**src/kci_pkg.sv**
```systemverilog
package kci_pkg;

	// Datapath widths
	localparam int TIMER_BITS = 24;
	localparam int PULSE_BITS = 20;
	localparam int CFG_BITS   = 24;
	localparam int CFG_IDX_BITS = 2;

	localparam logic [TIMER_BITS-1:0] TIMER_MAX = {TIMER_BITS{1'b1}};

	// Configuration reset values
	localparam logic [CFG_BITS-1:0] MIN_CHARGE_RST  = CFG_BITS'(2000000);
	localparam logic [CFG_BITS-1:0] COOLDOWN_RST    = CFG_BITS'(2000000);
	localparam logic [CFG_BITS-1:0] DISCHARGE_RST   = CFG_BITS'(500000);
	localparam logic [CFG_BITS-1:0] RECHARGE_GAP_RST = CFG_BITS'(10);

	// Configuration register indexes
	typedef enum logic [CFG_IDX_BITS-1:0] {
		CFG_MIN_CHARGE   = 2'd0,
		CFG_COOLDOWN     = 2'd1,
		CFG_DISCHARGE    = 2'd2,
		CFG_RECHARGE_GAP = 2'd3
	} cfg_idx_t;

	// Input item kinds
	typedef enum logic [1:0] {
		MODE_TICK       = 2'd0,
		MODE_CHARGE_ON  = 2'd1,
		MODE_CHARGE_OFF = 2'd2,
		MODE_KICK       = 2'd3
	} mode_t;

	// Result status codes
	typedef enum logic [2:0] {
		ST_NONE       = 3'd0,
		ST_KICK_OK    = 3'd1,
		ST_CHARGE_OFF = 3'd2,
		ST_TOO_SHORT  = 3'd3,
		ST_COOLDOWN   = 3'd4,
		ST_ZERO_PULSE = 3'd5,
		ST_BUSY       = 3'd6
	} status_t;

	// Kick sequence phases
	typedef enum logic [3:0] {
		PH_IDLE  = 4'b0001,
		PH_WAIT  = 4'b0010,
		PH_PULSE = 4'b0100,
		PH_GAP   = 4'b1000
	} phase_t;

	// Saturating increment of a microsecond counter
	function automatic logic [TIMER_BITS-1:0] sat_inc(input logic [TIMER_BITS-1:0] v);
		logic [TIMER_BITS-1:0] r;
		if (v == TIMER_MAX) begin
			r = TIMER_MAX;
		end else begin
			r = v + TIMER_BITS'(1);
		end
		return r;
	endfunction

endpackage

```
**src/kicker_charge_interlock.sv**
```systemverilog
// Kicker charge interlock and pulse sequencer.
// Input channel (in_valid/in_ready, mode, pulse_len): one item per transfer,
// either a one-microsecond tick or a command (charge on, charge off, kick).
// Output channel (out_valid/out_ready): exactly one result per input item,
// carrying kick_drive, charge_drive, status and busy_res after that item.
// Configuration: cfg_we/cfg_addr/cfg_data write the four timing registers,
// one per write; write them only while no item is in flight.
// Latency: the result of an item is valid the cycle after its transfer.
// Throughput: one item per cycle while out_ready is high; the whole interlock
// check and phase sequencing is one pass of compare logic between the state
// registers and the result register.
// Stall: in_ready stays high while the result register is empty or being
// taken; when the receiver holds out_ready low with a result pending, the
// input stalls and the result holds.
// Reset: charging on, charge timer zero, cooldown timer saturated (kick
// allowed once charged), sequencer idle, registers at their defaults.
module kicker_charge_interlock (
	input  logic                          clk,
	input  logic                          arst_n,
	input  logic                          in_valid,
	output logic                          in_ready,
	input  logic [1:0]                    mode,
	input  logic [kci_pkg::PULSE_BITS-1:0] pulse_len,
	output logic                          out_valid,
	input  logic                          out_ready,
	output logic                          kick_drive,
	output logic                          charge_drive,
	output logic [2:0]                    status,
	output logic                          busy_res,
	input  logic                          cfg_we,
	input  logic [kci_pkg::CFG_IDX_BITS-1:0] cfg_addr,
	input  logic [kci_pkg::CFG_BITS-1:0]  cfg_data
);
	import kci_pkg::*;

	localparam int PAD_BITS = TIMER_BITS - PULSE_BITS;

	// Configuration registers
	logic [CFG_BITS-1:0] min_charge_q, cooldown_q, discharge_q, gap_q;

	// Interlock state
	logic                  charging_q;
	logic [TIMER_BITS-1:0] charge_el_q, since_kick_q, phase_cnt_q;
	logic [PULSE_BITS-1:0] pulse_q;
	phase_t                phase_q;

	// Result register
	logic    out_valid_q;
	logic    kick_q, charge_q, busy_q;
	status_t status_q;

	// Next-state values
	logic                  chg_n;
	logic [TIMER_BITS-1:0] el_n, since_n, cnt_n;
	logic [PULSE_BITS-1:0] pulse_n;
	phase_t                ph_n;
	status_t               st_n;

	logic in_xfer;

	assign in_ready = !out_valid_q || out_ready;
	assign in_xfer  = in_valid && in_ready;

	// Length of a phase, in microseconds
	function automatic logic [TIMER_BITS-1:0] phase_len(
		input phase_t ph,
		input logic [CFG_BITS-1:0] dis,
		input logic [CFG_BITS-1:0] gap,
		input logic [PULSE_BITS-1:0] pls
	);
		logic [TIMER_BITS-1:0] r;
		unique case (ph)
			PH_WAIT:  r = dis;
			PH_PULSE: r = {{PAD_BITS{1'b0}}, pls};
			default:  r = gap;
		endcase
		return r;
	endfunction

	// Interlock checks and phase sequencing
	always_comb begin
		logic stop;
		chg_n   = charging_q;
		el_n    = charge_el_q;
		since_n = since_kick_q;
		cnt_n   = phase_cnt_q;
		pulse_n = pulse_q;
		ph_n    = phase_q;
		st_n    = ST_NONE;
		stop    = 1'b1;

		priority if (mode == MODE_TICK) begin
			if (charging_q) el_n = sat_inc(charge_el_q);
			since_n = sat_inc(since_kick_q);
			if (phase_q != PH_IDLE) begin
				cnt_n = sat_inc(phase_cnt_q);
				stop  = 1'b0;
			end
		end else if (phase_q != PH_IDLE) begin
			st_n = ST_BUSY;
		end else if (mode == MODE_CHARGE_ON) begin
			if (!charging_q) begin
				chg_n = 1'b1;
				el_n  = '0;
			end
		end else if (mode == MODE_CHARGE_OFF) begin
			chg_n = 1'b0;
		end else begin
			priority if (pulse_len == '0) begin
				st_n = ST_ZERO_PULSE;
			end else if (!charging_q) begin
				st_n = ST_CHARGE_OFF;
			end else if (charge_el_q < min_charge_q) begin
				st_n = ST_TOO_SHORT;
			end else if (since_kick_q < cooldown_q) begin
				st_n = ST_COOLDOWN;
			end else begin
				st_n    = ST_KICK_OK;
				chg_n   = 1'b0;
				pulse_n = pulse_len;
				ph_n    = PH_WAIT;
				cnt_n   = '0;
				stop    = 1'b0;
			end
		end

		// Pass through every phase that has ended, zero-length ones included
		for (int n = 0; n < 4; n++) begin
			if (!stop && ph_n != PH_IDLE) begin
				if (cnt_n < phase_len(ph_n, discharge_q, gap_q, pulse_n) &&
				    cnt_n != TIMER_MAX) begin
					stop = 1'b1;
				end else begin
					cnt_n = '0;
					unique case (ph_n)
						PH_WAIT:  ph_n = PH_PULSE;
						PH_PULSE: ph_n = PH_GAP;
						default: begin
							ph_n    = PH_IDLE;
							since_n = '0;
							chg_n   = 1'b1;
							el_n    = '0;
						end
					endcase
				end
			end
		end
	end

	// Configuration writes
	always_ff @(posedge clk or negedge arst_n) begin
		if (!arst_n) begin
			min_charge_q <= MIN_CHARGE_RST;
			cooldown_q   <= COOLDOWN_RST;
			discharge_q  <= DISCHARGE_RST;
			gap_q        <= RECHARGE_GAP_RST;
		end else if (cfg_we) begin
			unique case (cfg_idx_t'(cfg_addr))
				CFG_MIN_CHARGE:   min_charge_q <= cfg_data;
				CFG_COOLDOWN:     cooldown_q   <= cfg_data;
				CFG_DISCHARGE:    discharge_q  <= cfg_data;
				CFG_RECHARGE_GAP: gap_q        <= cfg_data;
				default: ;
			endcase
		end
	end

	// State update on input transfer
	always_ff @(posedge clk or negedge arst_n) begin
		if (!arst_n) begin
			charging_q   <= 1'b1;
			charge_el_q  <= '0;
			since_kick_q <= TIMER_MAX;
			phase_cnt_q  <= '0;
			pulse_q      <= '0;
			phase_q      <= PH_IDLE;
		end else if (in_xfer) begin
			charging_q   <= chg_n;
			charge_el_q  <= el_n;
			since_kick_q <= since_n;
			phase_cnt_q  <= cnt_n;
			pulse_q      <= pulse_n;
			phase_q      <= ph_n;
		end
	end

	// Result valid flag
	always_ff @(posedge clk or negedge arst_n) begin
		if (!arst_n) begin
			out_valid_q <= 1'b0;
		end else if (in_xfer) begin
			out_valid_q <= 1'b1;
		end else if (out_ready) begin
			out_valid_q <= 1'b0;
		end
	end

	// Result payload
	always_ff @(posedge clk) begin
		if (in_xfer) begin
			kick_q   <= (ph_n == PH_PULSE);
			charge_q <= chg_n;
			status_q <= st_n;
			busy_q   <= (ph_n != PH_IDLE);
		end
	end

	assign out_valid    = out_valid_q;
	assign kick_drive   = kick_q;
	assign charge_drive = charge_q;
	assign status       = status_q;
	assign busy_res     = busy_q;

endmodule
```
**config.mk**
```make
export PLATFORM = sky130hd
export DESIGN_NAME = kicker_charge_interlock
export DESIGN_NICKNAME = d
export VERILOG_FILES = /design/src/kci_pkg.sv /design/src/kicker_charge_interlock.sv
export SDC_FILE = /design/constraint.sdc
export NUM_CORES = 1
export LEC_CHECK = 0
export BUFFER_PORTS_ARGS = -buffer_cell sky130_fd_sc_hd__buf_2
export CORE_ASPECT_RATIO = 0.6
export CORE_UTILIZATION = 55
export DETAILED_ROUTE_END_ITERATION = 7
export GPL_TIMING_DRIVEN = 0
export PLACE_DENSITY = 0.75
export SLEW_MARGIN = 25
export SYNTH_ARGS = -nofsm -noshare
export SYNTH_HDL_FRONTEND = slang
export SYNTH_SLANG_ARGS = --single-unit
```
**constraint.sdc**
```tcl
create_clock -name clk -period 10.5 [get_ports clk]
set_input_delay 1.575 -clock clk [delete_from_list [all_inputs] [get_ports clk]]
set_output_delay 1.575 -clock clk [all_outputs]
set_load 0.05 [all_outputs]
```
# After elaboration in Yosys (flattened, before gate mapping)
# Cells that the tools add are included.
[classes] n_mux=128 n_reduce_logical=28 n_lt_le_gt_ge=6 eq_ne=27 n_addsub=3
[op_table] op="$mux 24" n=54
[op_table] op="$pmux 24 s2" n=4
[op_table] op="$mux 20" n=8
[op_table] op="$lt 24x24->1" n=6
[op_table] op="$ne 24x24->1 const B" n=4
[op_table] op="$add 24x1->24 const B" n=3
[op_table] op="$eq 24x24->1 const B" n=3
[op_table] op="$mux 4" n=16
[op_table] op="$mux 1" n=35
[op_table] op="$pmux 4 s2" n=4
[op_table] op="$ne 4x1->1 const B" n=6
[op_table] op="$mux 3" n=7
[op_table] op="$eq 4x3->1 const B" n=5
[op_table] op="$logic_not 20->1" n=1
[op_table] op="$eq 4x2->1 const B" n=4
[op_table] op="$logic_and 1x1->1" n=9
[op_table] op="$reduce_and 2->1" n=4
[op_table] op="$reduce_or 2->1" n=4
[op_table] op="$eq 2x2->1 const B" n=3
[op_table] op="$logic_not 1->1" n=5
[op_table] op="$eq 2x1->1 const B" n=2
[op_table] op="$logic_not 2->1" n=2
[op_table] op="$reduce_or 4->1" n=1
[op_table] op="$reduce_bool 2->1" n=1
[op_table] op="$logic_or 1x1->1" n=1
[totals] regBits=200 output_inout_bits=8

# Depth between registers and ports, before layout
[logic_depth] depth_word=38 ltp_mapped=59 mapped_depth_nobuf=52

# Least setup slack after synthesis
# Ideal clock, no wire load.
[synth_timing] path_kind="input-to-reg" start="in pulse_len[15] (netlist name)" end="reg charge_q, in the netlist charge_drive (data pin)" stages=50 setup_slack_ns=-0.398 t_required_ns=10.241 path_buffers=6 arrival_ns=10.639 cell_sequence="nor4_1 -> nand3_1 -> nor2_1 -> o21bai_1 -> or3_1 -> buf_2 -> buf_1 -> mux2i_1 -> nor2_1 -> a221oi_1 -> ha_1 -> a21o_1 -> a21o_1 -> a21o_1 -> a21oi_1 -> o31ai_1 -> o31ai_4 -> nand2_2 -> (+14 left out) -> clkbuf_1 -> buf_2 -> o21ai_1 -> a21oi_1 -> ha_1 -> a21o_1 -> a21o_1 -> a21oi_1 -> nor2b_1 -> o21ai_0 -> a21oi_1 -> a2111o_1 -> nor2_1 -> o21ai_2 -> o31ai_4 -> o21ai_2 -> buf_6 -> a211o_1"
[synth_via] elab_chain_cells=35 word_cells_on_any_way=106 cone_classes="order compare (4); eq/ne (16); mux (69); reduce/logical (17)"
[synth_rtl] element="start, declared" line="kicker_charge_interlock.sv:23" source="input logic [kci_pkg::PULSE_BITS-1:0] pulse_len,"
[synth_rtl] element="parallel branches: the longest is 34 deep, another holds $lt 24x24->1"
[synth_rtl] element="$mux 1 *" line="kicker_charge_interlock.sv:129" source="if (!stop && ph_n != PH_IDLE) begin"
[synth_rtl] element="net chg_n" line="kicker_charge_interlock.sv:53" source="logic chg_n;"
[synth_rtl] element="end signal, assigned" line="kicker_charge_interlock.sv:202" source="charge_q <= chg_n;"
[synth_rtl] element="end, declared" line="kicker_charge_interlock.sv:49" source="logic kick_q, charge_q, busy_q;"
# Mark *: on every way through the listed nets, which the timed path passes. The select of a mux whose other input is x is not followed.
# A chain may end at the register's enable or synchronous reset.

# Final worst setup path
[layout_timing] start="reg cooldown_q[19]" end="reg since_kick_q[19]"
[layout_via] elab_chain_cells=37 word_cells_on_any_way=110 cone_classes="order compare (5); eq/ne (16); mux (73); reduce/logical (16)"
[layout_rtl] element="start, declared" line="kicker_charge_interlock.sv:39" source="logic [CFG_BITS-1:0] min_charge_q, cooldown_q, discharge_q, gap_q;"
[layout_rtl] element="start signal, assigned" line="kicker_charge_interlock.sv:160" source="CFG_COOLDOWN: cooldown_q <= cfg_data;"
[layout_rtl] element="$lt 24x24->1 *" line="kicker_charge_interlock.sv:115" source="end else if (since_kick_q < cooldown_q) begin"
[layout_rtl] element="$mux 4" line="kicker_charge_interlock.sv:115"
[layout_rtl] element="$mux 4" line="kicker_charge_interlock.sv:113" source="end else if (charge_el_q < min_charge_q) begin"
[layout_rtl] element="$mux 4" line="kicker_charge_interlock.sv:111" source="end else if (!charging_q) begin"
[layout_rtl] element="$mux 4" line="kicker_charge_interlock.sv:109" source="priority if (pulse_len == '0) begin"
[layout_rtl] element="$mux 4" line="kicker_charge_interlock.sv:106" source="end else if (mode == MODE_CHARGE_OFF) begin"
[layout_rtl] element="$mux 4" line="kicker_charge_interlock.sv:101" source="end else if (mode == MODE_CHARGE_ON) begin"
[layout_rtl] element="$mux 4" line="kicker_charge_interlock.sv:99" source="end else if (phase_q != PH_IDLE) begin"
[layout_rtl] element="(+21 left out)"
[layout_rtl] element="$mux 4" line="kicker_charge_interlock.sv:129"
[layout_rtl] element="$eq 4x3->1 / $eq 4x2->1 (equally long branches)" line="kicker_charge_interlock.sv:72, kicker_charge_interlock.sv:135"
[layout_rtl] element="$pmux 24 s2" line="kicker_charge_interlock.sv:72" source="unique case (ph)"
[layout_rtl] element="$mux 24" line="kicker_charge_interlock.sv:129"
[layout_rtl] element="$lt 24x24->1" line="kicker_charge_interlock.sv:130" source="if (cnt_n < phase_len(ph_n, discharge_q, gap_q, pulse_n) &&"
[layout_rtl] element="$logic_and 1x1->1" line="kicker_charge_interlock.sv:130"
[layout_rtl] element="$mux 24" line="kicker_charge_interlock.sv:130"
[layout_rtl] element="$mux 24 *" line="kicker_charge_interlock.sv:129"
[layout_rtl] element="end signal, assigned" line="kicker_charge_interlock.sv:180" source="since_kick_q <= since_n;"
[layout_rtl] element="end, declared" line="kicker_charge_interlock.sv:43" source="logic [TIMER_BITS-1:0] charge_el_q, since_kick_q, phase_cnt_q;"
# Every way passes the cells marked *; elsewhere a longest branch is shown, timed or not. The select of a mux whose other input is x is not followed.

==> results.py <==
metrics = {
    "routing": {
        "dr.pass1.iters": 8,
        "via_count": 15748,
        "via_per_inst": 6.89,
        "drt_iter0_drc": 2347,
        "drc": 4,
        "ant_nets": 0,
        "drt-total-wl_mm": 60.1,
        "wl_per_cell_um": 26.3,
    },
    "synth": {
        "synth_cells": 1759,
        "synth_area_leaders": "dfrtp_1 (24%), ha_1 (10%), dfstp_2 (8.7%)",
        "synth_top_family_by_area": "compound AO/OA/AOI/OAI gates",
        "synth_top_area_share": 0.244,
        "ys.flop_type": "dfrtp_1",
        "synth-seq-area-share": 0.343,
        "post-synth-top-count-cell": "nand2_1",
        "syn_area_per_cell_um2": 8.45,
        "synth_mux_area_frac": 0.0709,
        "ys_ff_latch": 200,
        "synth_top_area_cell": "dfrtp_1",
        "synth_fp_nets": 1933,
        "ys_top_cells_by_count": "nand2_1 (206), a21oi_1 (174), o21ai_0 (149)",
        "syn-cell-area_um2": 14900,
        "synth.distinct_cells": 89,
        "synth_compound_area_frac": 0.219,
        "async_flop_share": 0.970,
        "synthXorXnorAreaFrac": 0.00589,
        "yosys.area_share.simple": 0.207,
        "synth-adder-area-share": 0.102,
        "ys_warn_count": 0,
        "synth-edff-count": 6,
    },
    "power": {
        "power.density_nw_per_um2": 144,
        "p_total_mw": 2.63,
        "vdd_drop_max_uv": 84.0,
        "leakagePower_nw": 7.76,
    },
    "setup_path": {
        "worst-endpoint-arrival_ps": 11470,
        "slowest_stage": "dfstp_2",
        "crit_family": "compound AO/OA/AOI/OAI gates",
        "cp_num_cells": 55,
        "crit_start": "cooldown_q[19]",
        "reg2reg_from": "cooldown_q[19]",
        "crit_path_max_fanout": 10,
        "rr_worst_depth": 55,
        "cp_data_required_time_ps": 10880,
        "timing.rr.end": "since_kick_q[19]",
        "end_kind": "register",
        "rrSetupSlack_ps": -590,
        "critical_path_class": "reg -> reg",
        "crit_path_start_kind": "register",
        "crit_buf_inv": 10,
        "slowest_delay_ps": 550,
        "endpoint": "since_kick_q[19]",
    },
    "timing": {
        "skew_ps": 16.9,
        "maxSlewViolCount": 0,
        "finalSetupViolations": 53,
        "fin_crit_ps": 11090,
        "worst_pin_slew_ps": 1320,
        "finalHoldViolations": 0,
        "hold_ws_ps": 500,
        "max-slew-margin-rel": 0.114,
        "fin_ws_ps": -593,
        "rsz0062_at_grt": "yes",
        "post-route-period-util": 1.06,
        "setup-tns-final_ps": -26030,
        "fmax_ghz": 0.0901,
    },
    "final_layout": {
        "n_antenna_cell": 0,
        "area_growth_pct": 23.1,
        "final_nets": 2085,
        "drive_above_1_share": 0.277,
        "final_util": 0.691,
    },
    "clock_network": {
        "cts_buffer_depth": 2,
        "htreeDepth": 4,
        "clk_pin_slew_ps": 80,
        "cts_tree": "built",
        "insertion_delay_ps": 480,
        "numClockSinks": 200,
        "clock-root-buffer": "clkbuf_16",
        "cts_hold_buf": 0,
        "numCtsBuffers": 17,
    },
    "die": {
        "dieArea_um2": 27700,
        "start_util": 0.561,
        "coreArea_um2": 26500,
        "num_rows": 46,
        "die_w_um": 214,
        "num_io_pins": 61,
        "fp.dieH_um": 129,
    },
    "global_route": {
        "grt_pass1_vias": 13914,
        "overflow": 0,
        "grt_max_degree": 86,
        "antenna_found_initial": 1,
        "grt_pass1_wl_mm": 87.0,
        "track_usage": 0.423,
    },
    "run": {
        "maxCapViolCount": 0,
    },
    "placement": {
        "io_buffers": 60,
        "place_congestion": 1.02,
        "hpwl_mm": 44.1,
    },
    "outcome": {
        "run_status": "finished, violations left",
        "failed_checks": "design-rule violations, negative setup slack",
    },
    "hold_path": {
        "min_path_type": "reg -> reg",
    },
}
[power by group]
| part | internal (mW) | total, mW | switching [mW] | leakage, nW |
|---|---|---|---|---|
| registers | 0.911 | 1.06 | 0.149 | 2.34 |
| logic | 0.366 | 0.896 | 0.530 | 5.13 |
| clock network | 0.333 | 0.679 | 0.346 | 0.286 |
| total | 1.61 | 2.63 | 1.02 | 7.76 |
[routing by layer]
metal / global-route usage / share of wire
met5: 0.0150 / 0.0013
met2: 0.552 / 0.38
met3: 0.160 / 0.16
met1: 0.633 / 0.43
met4: 0.124 / 0.026
[cell usage in the layout, fill, tap and decap left out, types with 13 or more instances in the layout]
cell / instances
mux2_2: 74
nor3_1: 19
buf_6: 17
o21ai_0: 130
buf_2: 69
nand2_1: 198
and3_1: 37
clkbuf_1: 55
a21oi_1: 148
nand3_1: 47
a21o_1: 23
a22oi_1: 15
inv_1: 71
dfrtp_1: 145
nor4_1: 19
dfstp_2: 49
buf_8: 14
nand4_1: 34
nor2_1: 133
clkbuf_16: 18
a31oi_1: 15
ha_1: 113
or3_1: 15
buf_4: 61
nor2_4: 13
a21oi_2: 23
o21ai_1: 16
[sequential cells by signal (all words and copies together) (netlist names)]
signal	cells
gap_q	24
charging_q	1
busy_res	1
charge_drive	1
out_valid	1
kick_drive	1
pulse_q	20
status	3
cooldown_q	24
phase_q	4
since_kick_q	24
min_charge_q	24
charge_el_q	24
discharge_q	24
phase_cnt_q	24
[timing repair]
action	4_1_cts	5_1_grt
buffers inserted	42	30
cloned	4	0
resized for setup	200	119
endpoints found under the setup margin	55	53
pin swaps	80	76
[layout make-up]
class	instances	area (um2)
sequential	200	5100
clock buffer	21	472
buffer	105	676
clock inverter	11	96.3
tap	360	450
fill	2048	8180
inverter	77	289
timing repair buffer	135	1060
multi-input combinational	1375	10200
[worst min-delay path: cells and delay by family (launching register included)]
| kind | cells | cell delay (ps) |
|---|---|---|
| and+or+nand+nor | 1 | 50 |
| AOI/OAI and AO/OA | 1 | 60 |
| DFF | 1 | 360 |
[logic make-up after synthesis]
kind of cell | count (synthesis)
DFF | 200
and+or+nand+nor | 622
muxes | 96
buffers and inverters | 184
adders and majority gates | 121
xor gates and xnor gates | 10
AOI/OAI and AO/OA | 526
[how the worst min path moves through the flow]
stage / start / endpoint / slack (ps) / cells past startpoint
final: pulse_q[11] / pulse_q[11] / 500 / 2
after global routing: pulse_q[10] / pulse_q[10] / 520 / 2
after CTS: pulse_q[6] / pulse_q[6] / 490 / 2
after detailed placement: pulse_q[6] / pulse_q[6] / 470 / 2
after global placement: pulse_q[9] / pulse_q[9] / 460 / 2
after floorplan: pulse_q[10] / pulse_q[10] / 450 / 2
[through the flow]
stage	std cells	instance area, um2	setup WS, ps
after floorplan	1759	14900	18.9
after global placement	2179	15700	-4070
after detailed placement	2181	15700	-4180
final	2284	18300	-593
after CTS	2258	17600	-268
after global routing	2284	18300	-932
Note: power is estimated with default switching activity, not from simulation.
